<file path="src/rtl/memory_map_bank_decoder_assert.svh">
// Assertion macros shared by the memory map decoder RTL.
`ifndef MEMORY_MAP_BANK_DECODER_ASSERT_SVH
`define MEMORY_MAP_BANK_DECODER_ASSERT_SVH

// A condition that holds at every clock edge out of reset.
`define MMBD_ASSERT_ALWAYS(label, expr) \
    label: assert property (@(posedge clk) disable iff (!rst_n) (expr)) \
        else $error("mmbd invariant violated");

// A condition in this cycle implies another in the same cycle.
`define MMBD_ASSERT_IMP(label, ante, cons) \
    label: assert property (@(posedge clk) disable iff (!rst_n) (ante) |-> (cons)) \
        else $error("mmbd implication violated");

// A condition in this cycle implies another in the next cycle.
`define MMBD_ASSERT_NEXT(label, ante, cons) \
    label: assert property (@(posedge clk) disable iff (!rst_n) (ante) |=> (cons)) \
        else $error("mmbd next-cycle check violated");

`endif

</file>
<file path="src/rtl/mmbd_pkg.sv">
`timescale 1ns / 1ps

package mmbd_pkg;

    // Number of switchable WRAM banks (2 to 8).
    localparam logic [3:0] SVBK_BANK_COUNT = 4'd8;

    // Target region codes.
    localparam logic [3:0] TGT_CART    = 4'd0;
    localparam logic [3:0] TGT_MAPPER  = 4'd1;
    localparam logic [3:0] TGT_VRAM    = 4'd2;
    localparam logic [3:0] TGT_WFIX    = 4'd3;
    localparam logic [3:0] TGT_WBANK   = 4'd4;
    localparam logic [3:0] TGT_OAM     = 4'd5;
    localparam logic [3:0] TGT_UNUSED  = 4'd6;
    localparam logic [3:0] TGT_IO      = 4'd7;
    localparam logic [3:0] TGT_HRAM    = 4'd8;
    localparam logic [3:0] TGT_BANKREG = 4'd9;

    // Access kinds.
    localparam logic CMD_READ  = 1'b0;
    localparam logic CMD_WRITE = 1'b1;

    // Configuration register indexes.
    localparam logic REG_COLOR_MODE = 1'b0;

    // Address constants.
    localparam logic [15:0] ECHO_MASK    = 16'hDFFF;
    localparam logic [7:0]  IO_VRAM_BANK = 8'h4F;
    localparam logic [7:0]  IO_WRAM_BANK = 8'h70;
    localparam logic [7:0]  VBK_READ_BASE = 8'hFE;
    localparam logic [7:0]  SVBK_READ_BASE = 8'hF8;
    localparam logic [2:0]  WRAM_BANK_MASK = 3'h7;

    typedef struct packed {
        logic [3:0]  target;
        logic [15:0] offset;
        logic [2:0]  bank;
        logic [7:0]  read_data;
        logic        data_valid;
        logic        dropped;
    } result_t;

endpackage

</file>
<file path="src/rtl/memory_map_bank_decoder.sv">
`timescale 1ns / 1ps
// Memory map and bank decoder for a handheld console bus.
// Input channel s_axis: one bus access per beat; tuser carries the access kind
// (0 read, 1 write), tdata carries the address and the write byte.
// Output channel m_axis: one decode result per beat: target region, offset
// within the region, selected bank, and an internal read answer or drop flag.
// An APB port holds the color_mode register at byte address 0.
// An accepted input beat reaches the result beat through one input register,
// the decode logic, and the result register. One beat is accepted every cycle
// while results are taken; the rate is set by the single decode stage.
// Writes to the VRAM and WRAM bank registers update the bank state when the
// beat moves into the result register, so the next access already sees it.
// Reset clears the pipeline, sets color_mode to 0, the VRAM bank to 0 and the
// WRAM bank to 1. When the receiver stalls, the result register holds and the
// input register, if empty, takes one more beat before s_axis_tready drops.
module memory_map_bank_decoder
(
    input  logic        clk,
    input  logic        rst_n,

    input  logic        s_axis_tvalid,
    output logic        s_axis_tready,
    input  logic [23:0] s_axis_tdata,   // [15:0] address, [23:16] write_data
    input  logic        s_axis_tuser,   // [0] cmd

    output logic        m_axis_tvalid,
    input  logic        m_axis_tready,
    // [3:0] target, [19:4] offset, [22:20] bank, [30:23] read_data,
    // [31] data_valid, [32] dropped, [39:33] zero
    output logic [39:0] m_axis_tdata,

    input  logic        psel,
    input  logic        penable,
    input  logic        pwrite,
    input  logic [2:0]  paddr,
    input  logic [31:0] pwdata,
    output logic [31:0] prdata,
    output logic        pready
);

    logic        color_mode_reg;
    logic        vram_bank_reg;
    logic        vram_bank_next;
    logic [2:0]  wram_bank_reg;
    logic [2:0]  wram_bank_next;

    logic        in_valid_reg;
    logic        in_cmd_reg;
    logic [15:0] in_addr_reg;
    logic [7:0]  in_wdata_reg;

    logic              out_valid_reg;
    mmbd_pkg::result_t out_reg;
    mmbd_pkg::result_t res_next;

    logic in_move;
    logic out_load;
    logic bank_wr;

    // Configuration port.
    assign pready = 1'b1;
    assign prdata = (paddr[2] == mmbd_pkg::REG_COLOR_MODE) ? {31'd0, color_mode_reg} : 32'd0;

    always_ff @(posedge clk or negedge rst_n)
    begin
        if (!rst_n)
        begin
            color_mode_reg <= 1'b0;
        end
        else if (psel && penable && pwrite && pready && paddr[2] == mmbd_pkg::REG_COLOR_MODE)
        begin
            color_mode_reg <= pwdata[0];
        end
    end

    // Handshake between stages.
    assign out_load      = !out_valid_reg || m_axis_tready;
    assign s_axis_tready = !in_valid_reg || out_load;
    assign in_move       = s_axis_tvalid && s_axis_tready;

    always_ff @(posedge clk or negedge rst_n)
    begin
        if (!rst_n)
        begin
            in_valid_reg <= 1'b0;
        end
        else if (s_axis_tready)
        begin
            in_valid_reg <= s_axis_tvalid;
        end
    end

    always_ff @(posedge clk)
    begin
        if (in_move)
        begin
            in_cmd_reg   <= s_axis_tuser;
            in_addr_reg  <= s_axis_tdata[15:0];
            in_wdata_reg <= s_axis_tdata[23:16];
        end
    end

    // Address decode.
    always_comb
    begin
        logic [15:0] a;
        logic        wr;
        logic [2:0]  wb;

        wr = (in_cmd_reg == mmbd_pkg::CMD_WRITE);
        a  = in_addr_reg;
        // Echo RAM folds onto the WRAM window.
        if (a >= 16'hE000 && a <= 16'hFDFF)
        begin
            a = a & mmbd_pkg::ECHO_MASK;
        end

        res_next       = '0;
        bank_wr        = 1'b0;
        vram_bank_next = vram_bank_reg;
        wram_bank_next = wram_bank_reg;

        wb = in_wdata_reg[2:0] & mmbd_pkg::WRAM_BANK_MASK;
        if (wb == 3'd0)
        begin
            wb = 3'd1;
        end
        if ({1'b0, wb} >= mmbd_pkg::SVBK_BANK_COUNT)
        begin
            wb = 3'(mmbd_pkg::SVBK_BANK_COUNT - 4'd1);
        end

        if (a <= 16'h3FFF)
        begin
            res_next.target = wr ? mmbd_pkg::TGT_MAPPER : mmbd_pkg::TGT_CART;
            res_next.offset = a;
        end
        else if (a <= 16'h7FFF)
        begin
            res_next.target = mmbd_pkg::TGT_MAPPER;
            res_next.offset = a;
        end
        else if (a <= 16'h9FFF)
        begin
            res_next.target = mmbd_pkg::TGT_VRAM;
            res_next.offset = a - 16'h8000;
            res_next.bank   = {2'd0, vram_bank_reg};
        end
        else if (a <= 16'hBFFF)
        begin
            res_next.target = mmbd_pkg::TGT_MAPPER;
            res_next.offset = a;
        end
        else if (a <= 16'hCFFF)
        begin
            res_next.target = mmbd_pkg::TGT_WFIX;
            res_next.offset = a - 16'hC000;
        end
        else if (a <= 16'hDFFF)
        begin
            res_next.target = mmbd_pkg::TGT_WBANK;
            res_next.offset = a - 16'hD000;
            res_next.bank   = wram_bank_reg;
        end
        else if (a >= 16'hFE00 && a <= 16'hFE9F)
        begin
            res_next.target = mmbd_pkg::TGT_OAM;
            res_next.offset = a - 16'hFE00;
        end
        else if (a >= 16'hFEA0 && a <= 16'hFEFF)
        begin
            res_next.target     = mmbd_pkg::TGT_UNUSED;
            res_next.offset     = a - 16'hFEA0;
            res_next.dropped    = wr;
            res_next.data_valid = !wr;
        end
        else if (a >= 16'hFF80 && a <= 16'hFFFE)
        begin
            res_next.target = mmbd_pkg::TGT_HRAM;
            res_next.offset = a - 16'hFF80;
        end
        else
        begin
            // IO page, including the top address.
            res_next.offset = {8'd0, a[7:0]};
            if (a[7:0] == mmbd_pkg::IO_VRAM_BANK || a[7:0] == mmbd_pkg::IO_WRAM_BANK)
            begin
                res_next.target = mmbd_pkg::TGT_BANKREG;
                if (wr)
                begin
                    if (!color_mode_reg)
                    begin
                        res_next.dropped = 1'b1;
                    end
                    else
                    begin
                        bank_wr = 1'b1;
                        if (a[7:0] == mmbd_pkg::IO_VRAM_BANK)
                        begin
                            vram_bank_next = in_wdata_reg[0];
                        end
                        else
                        begin
                            wram_bank_next = wb;
                        end
                    end
                end
                else
                begin
                    res_next.data_valid = 1'b1;
                    res_next.read_data  = (a[7:0] == mmbd_pkg::IO_VRAM_BANK)
                        ? mmbd_pkg::VBK_READ_BASE + {7'd0, vram_bank_reg}
                        : mmbd_pkg::SVBK_READ_BASE + {5'd0, wram_bank_reg};
                end
            end
            else
            begin
                res_next.target = mmbd_pkg::TGT_IO;
            end
        end
    end

    // Bank state changes when the writing beat leaves the input register.
    always_ff @(posedge clk or negedge rst_n)
    begin
        if (!rst_n)
        begin
            vram_bank_reg <= 1'b0;
            wram_bank_reg <= 3'd1;
        end
        else if (in_valid_reg && out_load && bank_wr)
        begin
            vram_bank_reg <= vram_bank_next;
            wram_bank_reg <= wram_bank_next;
        end
    end

    // Result register.
    always_ff @(posedge clk or negedge rst_n)
    begin
        if (!rst_n)
        begin
            out_valid_reg <= 1'b0;
        end
        else if (out_load)
        begin
            out_valid_reg <= in_valid_reg;
        end
    end

    always_ff @(posedge clk)
    begin
        if (out_load && in_valid_reg)
        begin
            out_reg <= res_next;
        end
    end

    assign m_axis_tvalid = out_valid_reg;
    assign m_axis_tdata  = {7'd0, out_reg.dropped, out_reg.data_valid, out_reg.read_data,
                            out_reg.bank, out_reg.offset, out_reg.target};

    `include "memory_map_bank_decoder_assert.svh"

    `MMBD_ASSERT_ALWAYS(a_wram_bank_nonzero, wram_bank_reg != 3'd0)
    `MMBD_ASSERT_IMP(a_stall_means_full, !s_axis_tready, in_valid_reg && out_valid_reg)
    `MMBD_ASSERT_IMP(a_valid_drop_exclusive, m_axis_tvalid, !(out_reg.data_valid && out_reg.dropped))
    `MMBD_ASSERT_NEXT(a_mono_banks_hold, !color_mode_reg && !(psel && penable && pwrite), $stable(vram_bank_reg) && $stable(wram_bank_reg))

endmodule

</file>
<file path="config.mk">
export PLATFORM = sky130hd
export DESIGN_NAME = memory_map_bank_decoder
export DESIGN_NICKNAME = d
export VERILOG_FILES = /design/src/rtl/mmbd_pkg.sv /design/src/rtl/memory_map_bank_decoder.sv
export VERILOG_INCLUDE_DIRS = /design/src /design/src/rtl
export SDC_FILE = /design/constraint.sdc
export NUM_CORES = 1
export LEC_CHECK = 0
export BUFFER_PORTS_ARGS = -buffer_cell sky130_fd_sc_hd__buf_2
export CORE_MARGIN = 2
export CORE_UTILIZATION = 49
export DETAILED_ROUTE_END_ITERATION = 10
export HOLD_SLACK_MARGIN = 0.03
export PLACE_DENSITY = 0.81
export SLEW_MARGIN = 5
export SYNTH_ARGS = -nofsm -noshare
export SYNTH_HDL_FRONTEND = slang
export SYNTH_SLANG_ARGS = --single-unit
</file>
<file path="constraint.sdc">
create_clock -name clk -period 3.6 [get_ports clk]
set_clock_uncertainty 0.1 [all_clocks]
set_input_delay 0.54 -clock clk [delete_from_list [all_inputs] [get_ports clk]]
set_output_delay 0.54 -clock clk [all_outputs]
set_load 0.05 [all_outputs]
</file>
## After elaboration in Yosys (flattened, before gate mapping)

Index checks and enable logic that the tools add are counted.

| cells by class | value |
|---|---|
| $add $sub $neg | 8 |
| multipliers | 0 |
| div/mod/pow operators | 0 |
| $lt $le $gt $ge | 14 |
| eq/ne operators | 2 |
| shifts and indexed selects | 0 |
| mux-type cells | 39 |
| bitwise gates (word level) | 12 |
| reduce and logical (&&, ||, !) cells | 23 |

Operators with widths:

| operator | number |
|---|---|
| $mux W20 | 8 |
| $le A16 B16 Y1 const B | 8 |
| $sub A16 B16 Y16 const B | 6 |
| $ge A16 B16 Y1 const B | 4 |
| $mux W10 | 4 |
| $reduce_and A14 Y1 | 2 |
| $mux W13 | 2 |
| $mux W23 | 1 |
| $eq A8 B7 Y1 const B | 2 |
| $le A16 B14 Y1 const B | 1 |
| $le A16 B15 Y1 const B | 1 |
| $mux W1 | 16 |
| $mux W8 | 2 |
| $mux W14 | 1 |
| $not A1 Y1 | 12 |
| $reduce_or A11 Y1 | 1 |
| $logic_and A1 B1 Y1 | 10 |
| $mux W9 | 1 |
| $reduce_or A7 Y1 | 1 |
| $mux W3 | 2 |
| $reduce_or A6 Y1 | 1 |
| $add A4 B4 Y5 const A | 1 |
| $mux W4 | 1 |
| $add A2 B2 Y3 const A | 1 |
| 5 further kinds | 9 |

| word-level totals | value |
|---|---|
| register bits after elaboration | 60 |
| latch bits | 0 |
| memory bits (writable) | 0 |
| memory bits (read-only) | 0 |
| input port bits | 67 |
| logic and storage cells | 113 |
| memories kept | 0 |

## Logic depth before layout (Yosys ltp)

| depth | value |
|---|---|
| depth in word-level cells | 17 |
| depth in mapped cells | 13 |
| depth with buffers taken out | 11 |

## Worst setup path after synthesis

No wires, ideal clock.

| timing | value |
|---|---|
| path type | register to register |
| start point | register in_addr_reg[14] |
| end point | register wram_bank_reg[1] |
| arrival | 2.923 ns |
| required time | 3.372 ns |
| path slack | 0.450 ns |
| stages on the path, launching flop included | 13 |
| buffers on the path | 1 |
| clock period less this slack | 3.150 ns |
| cell sequence | edfxtp_1 > ha_1 > buf_4 > o21ai_0 > and2_1 > ha_1 > and4_4 > nand2_2 > a41oi_4 > nand2_1 > or4_4 > nor2_4 > mux2_1 |

| between the ends | value |
|---|---|
| word-level cells in the longest chain between the ends | 16 |
| elaborated cells between the ends (all ways) | 39 |
| those cells by class | order compare: 14; mux: 10; bitwise: 9; reduce/logical: 6 |

RTL lines:

| element | line | RTL |
|---|---|---|
| start: declaration | memory_map_bank_decoder.sv:49 | `logic [15:0] in_addr_reg;` |
| start signal: assignment | memory_map_bank_decoder.sv:98 | `in_addr_reg <= s_axis_tdata[15:0];` |
| $ge A16 B16 Y1 or $le A16 B16 Y1 (tied branches) | memory_map_bank_decoder.sv:113 | `if (a >= 16'hE000 && a <= 16'hFDFF)` |
| $logic_and A1 B1 Y1 | memory_map_bank_decoder.sv:113 |  |
| $mux W14 | memory_map_bank_decoder.sv:113 |  |
| $ge A16 B16 Y1 or $le A16 B16 Y1 (tied branches) | memory_map_bank_decoder.sv:177 | `else if (a >= 16'hFF80 && a <= 16'hFFFE)` |
| $logic_and A1 B1 Y1 | memory_map_bank_decoder.sv:177 |  |
| $mux W1 | memory_map_bank_decoder.sv:177 |  |
| $mux W1 | memory_map_bank_decoder.sv:170 | `else if (a >= 16'hFEA0 && a <= 16'hFEFF)` |
| $mux W1 | memory_map_bank_decoder.sv:165 | `else if (a >= 16'hFE00 && a <= 16'hFE9F)` |
| $mux W1 | memory_map_bank_decoder.sv:159 | `else if (a <= 16'hDFFF)` |
| $mux W1 | memory_map_bank_decoder.sv:154 | `else if (a <= 16'hCFFF)` |
| $mux W1 | memory_map_bank_decoder.sv:149 | `else if (a <= 16'hBFFF)` |
| $mux W1 | memory_map_bank_decoder.sv:143 | `else if (a <= 16'h9FFF)` |
| $mux W1 | memory_map_bank_decoder.sv:138 | `else if (a <= 16'h7FFF)` |
| $mux W1 | memory_map_bank_decoder.sv:133 | `if (a <= 16'h3FFF)` |
| $logic_and A1 B1 Y1 | memory_map_bank_decoder.sv:231 | `else if (in_valid_reg && out_load && bank_wr)` |
| $reduce_and A14 Y1 (no source line) (*) | n/a |  |
| end signal: assignment | memory_map_bank_decoder.sv:234 | `wram_bank_reg <= wram_bank_next;` |
| end: declaration | memory_map_bank_decoder.sv:44 | `logic [2:0] wram_bank_reg;` |

Every way passes the cells marked *; elsewhere a longest branch is shown, timed or not.
A chain may end at the register's enable or synchronous reset.

## Worst setup path after layout

| timing | value |
|---|---|
| start point | register in_addr_reg[9] |
| end point | register wram_bank_reg[2] |

| between the ends | value |
|---|---|
| word-level cells in the longest chain between the ends | 16 |
| elaborated cells between the ends (all ways) | 39 |
| those cells by class | order compare: 14; mux: 10; bitwise: 9; reduce/logical: 6 |

RTL lines:

| element | line |
|---|---|
| $ge A16 B16 Y1 or $le A16 B16 Y1 (tied branches) | memory_map_bank_decoder.sv:113 |
| $logic_and A1 B1 Y1 | memory_map_bank_decoder.sv:113 |
| $mux W14 (*) | memory_map_bank_decoder.sv:113 |
| $ge A16 B16 Y1 or $le A16 B16 Y1 (tied branches) | memory_map_bank_decoder.sv:177 |
| $logic_and A1 B1 Y1 | memory_map_bank_decoder.sv:177 |
| $mux W1 | memory_map_bank_decoder.sv:177 |
| $mux W1 | memory_map_bank_decoder.sv:170 |
| $mux W1 | memory_map_bank_decoder.sv:165 |
| $mux W1 | memory_map_bank_decoder.sv:159 |
| $mux W1 | memory_map_bank_decoder.sv:154 |
| $mux W1 | memory_map_bank_decoder.sv:149 |
| $mux W1 | memory_map_bank_decoder.sv:143 |
| $mux W1 | memory_map_bank_decoder.sv:138 |
| $mux W1 | memory_map_bank_decoder.sv:133 |
| $logic_and A1 B1 Y1 | memory_map_bank_decoder.sv:231 |
| $reduce_and A14 Y1 (no source line) (*) | n/a |

Marks and branches as above.

==> impl_metrics.json <==
{
  "outcome": "complete, no violations",
  "count_of_flip_flops_with_a_built_in_enable_after_synthesis": 49,
  "start_util": 0.505,
  "timing.critical_path.arrival_ns": 3.40,
  "tightest_slew_ns": 0.804,
  "grt_first_pass_wirelength_microns": 10500,
  "drive_gt1_frac": 0.278,
  "cts_setup_buffers": 0,
  "wl_per_cell_microns": 14.7,
  "timing.final.hold_violations": 0,
  "hold_path.class": "input port to flip-flop",
  "post-route-drc-count": 0,
  "num_antenna_cells": 0,
  "tritoncts_buffer_count": 5,
  "placement_rows": 30,
  "yosys.area.top_type": "edfxtp_1",
  "yosys.area.top_type_share": 0.431,
  "drt-vias-per-instance": 5.26,
  "synth.distinct_cells": 65,
  "critPathRequiredTime_ns": 3.70,
  "grt_antenna_before_repair": 0,
  "syn-mean-instance-area_sq_um": 11.5,
  "cp-start-kind": "flip-flop",
  "drt.antenna.violating_nets": 0,
  "dpl_worst_slack_ns": 0.213,
  "r2r_setup_slack_ns": 0.30,
  "io_buffers": 64,
  "final_min_period_over_clock_period": 0.916,
  "netlist_top_cells_count": "edfxtp_1 (49), buf_4 (44), ha_1 (17)",
  "fp.dieW_microns": 87.5,
  "routed_wl_microns": 6550,
  "n_fill_cell": 578,
  "finalWorstSetupSlack_ns": 0.301,
  "synth.top_cells.by_area": "edfxtp_1 (43%), buf_4 (9.7%), ha_1 (6.2%)",
  "final_max_slew_viol_count": 0,
  "synth_seq_cells": 56,
  "timing.fmax_ghz": 0.303,
  "r2r_depth": 10,
  "insertion_delay_ns": 0.30,
  "yosys_most_used_dff": "edfxtp_1",
  "ctsRootBufferMaster": "clkbuf_8",
  "endpoint_kind": "flip-flop",
  "post_layout_minimum_cycle_time_ns": 3.30,
  "worstSetupEndpoint": "wram_bank_reg[2]$_DFFE_PN0P_",
  "multiInputGateArea_sq_mm": 0.00151,
  "core-area_sq_mm": 0.00676,
  "maxCapViolCount": 0,
  "finish.net_count": 450,
  "largest_reg_flops": 29,
  "gp_routability_congestion": 0.891,
  "crit-reg2reg-capture": "wram_bank_reg[2]$_DFFE_PN0P_",
  "drt_iter0_drc": 163,
  "number_of_placed_i_o_pins": 142,
  "die_height_microns": 87.5,
  "crit_fanout": 8,
  "vdd_ir_drop_max_mv": 0.258,
  "clkSinkCount": 56,
  "timing.critical_path.from": "in_addr_reg[9]$_DFFE_PP_",
  "pwr_density_cell_mw_per_mm2": 393,
  "ff_latch_area_sq_mm": 0.00165,
  "setup_tns_ns": 0,
  "critical_path.reg2reg.startpoint": "in_addr_reg[9]$_DFFE_PP_",
  "detailedPlacementHpwl_microns": 5140,
  "worstSetupPathType": "flip-flop to flip-flop",
  "fin_hold_ws_ns": 0.302,
  "drtPass1Iterations": 4,
  "largest_net_degree_at_the_start_of_global_routing": 30,
  "synth.most_common_cell": "edfxtp_1",
  "leakage_power_of_the_design_nw": 1.56,
  "route.vias.total": 2350,
  "clk_pin_slew_worst_paths_ns": 0.09,
  "yosysSeqAreaShare": 0.483,
  "dieArea_sq_mm": 0.00765,
  "grt_pass1_vias": 2136,
  "final-setup-viol-count": 0,
  "p_total_mw": 1.49,
  "gr-usage-all-layers": 0.178,
  "max_slew_margin": 0.464,
  "netlist_instances": 297,
  "grt_setup_unrepaired": "no",
  "clock_tree.buffer_depth": 2,
  "ys.warnings.count": 0,
  "synthesis.area_sq_mm": 0.00341,
  "layout_area_growth_over_synthesis_pct": 11.2,
  "ys_async_sr_fraction": 0.125,
  "grt-ovfl-total": 0,
  "cts-htree-levels": 2,
  "tritoncts": "yes"
}
## metrics by stage
| step | instances | instance area, sq um | utilization |
|---|---|---|---|
| floorplan | 334 | 3550 | - |
| CTS | 447 | 3790 | 0.561 |
| global placement | 438 | 3680 | 0.545 |
| detailed placement | 438 | 3680 | 0.545 |
| global route | 447 | 3800 | 0.562 |
| finish | 447 | 3800 | 0.562 |
## layer usage
metal	vias to the layer above	wire length, microns	track usage
li1	1155	-	-
met1	1080	2940	0.253
met2	99	3040	0.264
met3	16	402	0.0284
met4	0	172	0.0867
met5	-	0	0
## worst max-delay path: stages, from the launching register on
cell and delay, ns:
edfxtp_1 0.53, nand3_2 0.20, o21ai_0 0.17, and2_1 0.21, inv_1 0.11, ha_1 0.27
a311oi_4 0.40, nand2_1 0.18, or4_4 0.56, nor2_4 0.13, mux2_1 0.33
## area by class of cell
| class | instances | share of cell area |
|---|---|---|
| inverter | 13 | 0.0129 |
| clock inverter | 1 | 0.00231 |
| tap | 80 | 0.0264 |
| timing repair buffer | 74 | 0.105 |
| multi-input combinational | 216 | 0.397 |
| clock buffer | 7 | 0.0227 |
| sequential | 56 | 0.434 |
## kinds of logic (layout without fill, tap and decap cells)
kind of cell             after synthesis  count (layout)  synth area share
other                                  2              39           0.00220
multiplexers                           7               7            0.0224
adder cells (fa/ha/maj)               17              17            0.0623
AND/OR/NAND/NOR                       90              90             0.163
AO/OA/AOI/OAI                         59              59             0.138
XOR/XNOR                               4               4            0.0103
flip-flops                            56              56             0.483
buffers and inverters                 62              95             0.119
## layout by cell type, fill, tap and decap left out, types with 5 or more instances in the layout
master     n
nand3_1   10
dfrtp_1    6
a21oi_1   11
buf_2     64
and3_1     8
nor2b_1    5
nand2_1    9
nand2b_1   5
ha_1      17
and2_1     7
conb_1    39
nand4_1    6
edfxtp_1  49
o211ai_1   6
inv_1     12
o21ai_0   10
clkbuf_8   6
buf_4      9
nor2_1    15
## report_power, final
part | switching (mW) | total, mW | internal, mW
clock | 0.197 | 0.355 | 0.158
sequential | 0.0284 | 0.786 | 0.758
combinational | 0.279 | 0.350 | 0.0710
## repair_timing
action	CTS	global route
hold buffers	1	0
resized for setup	0	2
hold endpoints to repair	6	0
endpoints found under the setup margin	0	8
## worst min-delay path by stage
stage	slack, ns	to	from	cells past startpoint
5_1_grt	0.28	in_wdata_reg[1]$_DFFE_PP_	s_axis_tdata[17]	1
3_5_place_dp	0.28	color_mode_reg$_DFFE_PN0P_	rst_n	1
6_report	0.30	in_addr_reg[13]$_DFFE_PP_	s_axis_tdata[13]	1
2_1_floorplan	0.14	color_mode_reg$_DFFE_PN0P_	rst_n	0
4_1_cts	0.29	in_wdata_reg[1]$_DFFE_PP_	s_axis_tdata[17]	1
3_3_place_gp	0.28	color_mode_reg$_DFFE_PN0P_	rst_n	1
Power figures use the tool's default switching activity.
